===== src/rtl/hrs_pkg.sv =====
`timescale 1ns / 1ps

package hrs_pkg;

    // Coordinate format: signed Q(COORD_WIDTH-8).8
    localparam int COORD_WIDTH = 24;
    localparam int COEF_W      = 32;
    localparam int PROD_W      = COEF_W + COORD_WIDTH;
    localparam int ACC_W       = 66;
    localparam int P_W         = 64;
    localparam int TRANS_SHIFT = 24;
    localparam int SCALE_SHIFT = 20;
    localparam int FRAC_SHIFT  = 20;
    localparam int QUO_W       = 40;
    localparam int DIV_STEPS   = QUO_W;
    localparam int MAG_W       = QUO_W + 1;
    localparam int DIFF_W      = MAG_W + 2;
    localparam int ABS_W       = 25;
    localparam int SQ_W        = 2 * ABS_W;
    localparam int ERR_W       = 48;
    localparam int CFG_W       = 64;
    localparam int CFG_IDX_W   = 3;
    localparam int IN_DATA_W   = ((4 * COORD_WIDTH + 7) / 8) * 8;
    localparam int OUT_DATA_W  = ERR_W;
    localparam int OUT_USER_W  = 8;

    localparam logic [ERR_W-1:0] ERR_MAX   = {ERR_W{1'b1}};
    localparam logic [DIFF_W-1:0] DIFF_LIM = DIFF_W'(1) << 24;

    typedef enum logic [1:0] {
        ST_VALID    = 2'd0,
        ST_OVERFLOW = 2'd1,
        ST_ZERO_DEN = 2'd2
    } t_status;

    typedef enum logic [CFG_IDX_W-1:0] {
        CFG_LIN0  = 3'd0,
        CFG_LIN1  = 3'd1,
        CFG_TRANS = 3'd2,
        CFG_PERSP = 3'd3,
        CFG_SCALE = 3'd4
    } t_cfg_idx;

    typedef struct packed {
        logic signed [COEF_W-1:0] h00, h01, h02;
        logic signed [COEF_W-1:0] h10, h11, h12;
        logic signed [COEF_W-1:0] h20, h21, h22;
    } t_hom_cfg;

    // Projected numerators and denominator as magnitudes plus signs
    typedef struct packed {
        logic [P_W-1:0]                nx, ny, den;
        logic                          neg_x, neg_y;
        logic signed [COORD_WIDTH-1:0] tx, ty;
        t_status                       status;
    } t_aff_out;

    // Mapped coordinate magnitudes, Q.8, capped at 2^40
    typedef struct packed {
        logic [MAG_W-1:0]              mx, my;
        logic                          neg_x, neg_y;
        logic signed [COORD_WIDTH-1:0] tx, ty;
        t_status                       status;
    } t_div_out;

    // True when a wide sum still fits a signed 64-bit value
    function automatic logic fits64(input logic signed [ACC_W-1:0] v);
        return v[ACC_W-1:P_W-1] == {(ACC_W-P_W+1){v[P_W-1]}};
    endfunction

endpackage


===== src/rtl/hrs_residual.sv =====
`timescale 1ns / 1ps

module hrs_residual (
    input  logic                          i_clk,
    input  logic                          i_rst_n,
    input  logic                          i_en,
    input  logic                          i_valid,
    input  hrs_pkg::t_div_out             i_data,
    output logic                          o_valid,
    output logic [hrs_pkg::ERR_W-1:0]     o_error,
    output hrs_pkg::t_status              o_status
);

    localparam int DW = hrs_pkg::DIFF_W;
    localparam int AW = hrs_pkg::ABS_W;
    localparam int SW = hrs_pkg::SQ_W;

    logic                 r_va, r_vb, r_vc, r_vd;
    logic signed [DW-1:0] r_dx, r_dy;
    hrs_pkg::t_status     r_sta, r_stb, r_stc, r_std;
    logic [AW-1:0]        r_ax, r_ay;
    logic                 r_bigb, r_bigc;
    logic [SW-1:0]        r_sqx, r_sqy;
    logic [hrs_pkg::ERR_W-1:0] r_err;

    logic signed [DW-1:0] n_tx, n_ty, n_mx, n_my, n_dx, n_dy;
    logic [DW-1:0]        n_ax, n_ay;
    logic [SW:0]          n_sum;
    hrs_pkg::t_status     n_st;
    logic [hrs_pkg::ERR_W-1:0] n_err;

    // Difference target minus mapped point
    always_comb begin
        n_tx = DW'(i_data.tx);
        n_ty = DW'(i_data.ty);
        n_mx = DW'(i_data.mx);
        n_my = DW'(i_data.my);
        n_dx = i_data.neg_x ? n_tx + n_mx : n_tx - n_mx;
        n_dy = i_data.neg_y ? n_ty + n_my : n_ty - n_my;
    end

    // Absolute values
    always_comb begin
        n_ax = r_dx[DW-1] ? DW'(-r_dx) : DW'(r_dx);
        n_ay = r_dy[DW-1] ? DW'(-r_dy) : DW'(r_dy);
    end

    // Sum squares, saturate
    always_comb begin
        n_sum = (SW+1)'(r_sqx) + (SW+1)'(r_sqy);
        priority if (r_stc != hrs_pkg::ST_VALID) begin
            n_st  = r_stc;
            n_err = hrs_pkg::ERR_MAX;
        end else if (r_bigc || n_sum > (SW+1)'(hrs_pkg::ERR_MAX)) begin
            n_st  = hrs_pkg::ST_OVERFLOW;
            n_err = hrs_pkg::ERR_MAX;
        end else begin
            n_st  = hrs_pkg::ST_VALID;
            n_err = n_sum[hrs_pkg::ERR_W-1:0];
        end
    end

    always_ff @(posedge i_clk) begin
        if (!i_rst_n) begin
            r_va <= 1'b0;
            r_vb <= 1'b0;
            r_vc <= 1'b0;
            r_vd <= 1'b0;
        end else if (i_en) begin
            r_va <= i_valid;
            r_vb <= r_va;
            r_vc <= r_vb;
            r_vd <= r_vc;
        end
    end

    always_ff @(posedge i_clk) begin
        if (i_en) begin
            r_dx   <= n_dx;
            r_dy   <= n_dy;
            r_sta  <= i_data.status;
            r_ax   <= n_ax[AW-1:0];
            r_ay   <= n_ay[AW-1:0];
            r_bigb <= (n_ax > hrs_pkg::DIFF_LIM) || (n_ay > hrs_pkg::DIFF_LIM);
            r_stb  <= r_sta;
            r_sqx  <= r_ax * r_ax;
            r_sqy  <= r_ay * r_ay;
            r_bigc <= r_bigb;
            r_stc  <= r_stb;
            r_err  <= n_err;
            r_std  <= n_st;
        end
    end

    assign o_valid  = r_vd;
    assign o_error  = r_err;
    assign o_status = r_std;

endmodule


===== config.mk =====
export PLATFORM = sky130hd
export DESIGN_NAME = hrs_residual
export DESIGN_NICKNAME = d
export VERILOG_FILES = /design/src/rtl/hrs_pkg.sv /design/src/rtl/hrs_residual.sv
export SDC_FILE = /design/constraint.sdc
export NUM_CORES = 2
export LEC_CHECK = 0
export ABC_CLOCK_PERIOD_IN_PS = 9670
export BUFFER_PORTS_ARGS = -buffer_cell sky130_fd_sc_hd__buf_4
export CAP_MARGIN = 20
export CORE_MARGIN = 8
export CORE_UTILIZATION = 50
export CTS_CLUSTER_SIZE = 28
export DETAILED_ROUTE_END_ITERATION = 7
export PLACE_DENSITY = 0.66
export SLEW_MARGIN = 20
export SYNTH_ARGS = -nofsm -noshare
export SYNTH_HDL_FRONTEND = slang
export SYNTH_SLANG_ARGS = --single-unit

===== constraint.sdc =====
create_clock -name i_clk -period 9.67 [get_ports i_clk]
set_clock_uncertainty 0.05 [all_clocks]
set_input_delay 1.4505 -clock i_clk [delete_from_list [all_inputs] [get_ports i_clk]]
set_output_delay 1.4505 -clock i_clk [all_outputs]
set_load 0.05 [all_outputs]

==> run metrics <==
DP HPWL roughly 110000 um; Worst setup SP type flop; Finished Cell Area between 0.06 and 0.07 mm^2; Residual DRC 0; pin count of the biggest net entering global routing 109; DR pass1 iterations 7; synthesized area approximately 0.056 mm^2; fin. max-slew vios 0; clk_lat worst skew between 0.5 and 0.6 ns; GPL Wtd Cong approximately 0.92; setup TNS 0 ns; Critical R2R Launch r_ax[1]; DR iter-0 viols between 2000 and 2500; R2R Path End r_sqx[46]; H-Tree Depth 2; Worst slew margin 21.6%; Boundary Pins approximately 190; commonest cells in the netlist inv_1, fa_1, ha_1; NumNets Final around 7700; dominant synthesized flop cell edfxtp_1; Yosys top cell by area fa_1; Worst Min Path Start r_sta[1]; cell count after synthesis 5997; Cell Count, Final, Fillers Out around 7600; Core Footprint ~0.11 mm^2; fillcell total 10000; Hold Crit Depth 0; Vias 40500; Place WS roughly 1.3 ns; CP max-delay cell edfxtp_1; Yosys top cell area share around a third; min setup slack post-route roughly 1.1 ns; Worst Max-Slew Pin Slew between 1 and 1.5 ns; # rows 122; GR Util All Layers a little under a quarter; first-pass GRT wire length about 220000 um; TritonCTS clock tree yes; Num CTS Buffers 39; CP max stage delay 1.12 ns; most common cell in the synthesized netlist inv_1; FMAX between 100 and 150 MHz; share of layout cells above drive strength 1 ~6%; Reg clk slew, reported paths 0.06 ns; CTS root buffer clkbuf_16; sink of the worst hold path r_stb[1]; vias in the first global route between 40000 and 50000; CP endpoint kind flop; crit path max fanout 27; synth unique cells 86; WL per Instance about 18 um; Longest Clk Path Bufs 3; max cap viols 0; Initial Utilization slightly above 50%; CTS Sinks between 200 and 300; Die ar. about 0.12 mm^2; R2R setup slack ~1.1 ns; WL final ~140000 um; largest cells by area after synthesis fa_1, edfxtp_1, ha_1; ANT nets after route 0; Hold-fix buffers, CTS 0; post-CTS setup buffers 0; min Tclk post-route between 8 and 9 ns; final setup violation count 0; antenna diode count 0; IO buf count around 190; Die Y roughly 350 um; synthesis-to-finish area growth 7.70%; Syn Nets about 7600; kind of critical path flop to flop; R2R depth 25; post_cts resized 0; vias per cell ~5.3; number of synthesis warnings 0; Placed Cells 7536; Final Hold Violating Endpoints 0; critical path arrival a little under 9 ns; most used cell, CP fa_1; GR Overflow Total 0; Mean Syn Cell Area roughly 9.3 um^2; Post-synth ARST share 0%; die width about 350 um; Data required, critical path between 9 and 10 ns; Post-synth EDFFs roughly 290; synthesized flop and latch total approximately 300; post-synthesis sequential area ratio 15.9%; ratio of final minimum period to clock period between 80% and 90%; Hold WC Path Type flop to flop; initial antenna violation count 6; area post-placement between 0.05 and 0.06 mm^2; RSZ-0062 raised after global routing no; status complete, no violations
-- critical path: cells and delay by family (launching register included) --
kind            cells  cell delay, ns
flops               1            1.12
buf+inv             7            0.50
xor+xnor            1            0.12
compound gates      5            1.94
fa+ha+maj           8            3.87
simple gates        4            0.67
-- routing by layer --
| metal | vias up | part of all wire [%] | routed length, um | track usage [%] |
|---|---|---|---|---|
| met1 | 19900 | 44 | 59500 | 30.8 |
| met4 | 0 | 2.8 | 3850 | 6.20 |
| li1 | 19200 | - | - | - |
| met2 | 1225 | 47 | 63800 | 37.7 |
| met5 | - | 0 | 0 | 0 |
| met3 | 221 | 6.4 | 8760 | 3.33 |
-- layout by cell type, fill, tap and decap left out, types with 30 or more instances in the layout --
| cell type | Yosys | routed |
|---|---|---|
| a31oi_1 | 51 | 51 |
| nor2b_1 | 46 | 46 |
| and2_1 | 240 | 240 |
| nor4_1 | 30 | 30 |
| nand4_1 | 76 | 76 |
| nand2_1 | 487 | 487 |
| edfxtp_1 | 292 | 292 |
| clkbuf_16 | 0 | 39 |
| buf_4 | 1 | 241 |
| o21bai_1 | 38 | 38 |
| xor2_1 | 164 | 164 |
| o21ai_0 | 147 | 147 |
| ha_1 | 515 | 515 |
| a21o_1 | 147 | 147 |
| inv_1 | 1401 | 1401 |
| fa_1 | 934 | 934 |
| a21oi_1 | 267 | 267 |
| nand2b_1 | 41 | 41 |
| xnor2_1 | 190 | 190 |
| nand3_1 | 53 | 53 |
| nor2_1 | 267 | 267 |
| a211oi_1 | 34 | 34 |
| nor3_1 | 76 | 75 |
-- cells by family (layout without fill, tap and decap cells) --
| kind of cell | after synthesis | after routing | share of synthesized area (%) |
|---|---|---|---|
| XOR/XNOR | 354 | 354 | 5.56 |
| AND/OR/NAND/NOR | 1434 | 1434 | 12.7 |
| flip-flops | 296 | 296 | 15.9 |
| buffers and inverters | 1593 | 1714 | 10.7 |
| AO/OA/AOI/OAI | 856 | 856 | 9.81 |
| multiplexers | 15 | 15 | 0.282 |
| adder cells (fa/ha/maj) | 1449 | 1449 | 45.0 |
-- area by class of cell --
cell class	instances	area, um^2	share of cell area, %
multi-input cells	4108	41000	68.2
flip-flops and latches	296	8850	14.7
inverters	1402	5260	8.76
well taps	1488	1860	3.10
repair buffers	243	1840	3.06
clock buffers	43	991	1.65
clock inverters	26	300	0.500
-- through the flow --
| step | hold slack (ns) | utilization (%) |
|---|---|---|
| finish | 0.369 | 54.3 |
| global route | 0.373 | 54.3 |
| CTS | 0.369 | 54.3 |
| detailed placement | 0.355 | 53.1 |
| global placement | 0.354 | 53.1 |
| floorplan | 0.350 | - |
-- flip-flops by register name, summed over array words and instances, names as in the netlist, 2 cells and up --
register  count
r_dy         43
o_error      48
r_sqx        49
r_stb         2
r_sta         2
r_ay         25
r_ax         25
r_dx         43
o_status      2
r_stc         2
r_sqy        49
-- worst max-delay path by stage --
stage / from / endpoint / cells past startpoint
floorplan: r_ay[3] / r_sqy[49] / 26
global placement: r_ay[8] / r_sqy[45] / 25
detailed placement: r_ax[1] / r_sqx[35] / 25
CTS: r_ax[1] / r_sqx[35] / 25
global route: r_ax[1] / r_sqx[48] / 25
finish: r_ax[1] / r_sqx[46] / 25
Power is not shown: default switching activity piles up to over one toggle a cycle in this logic, so the estimate is an artifact.
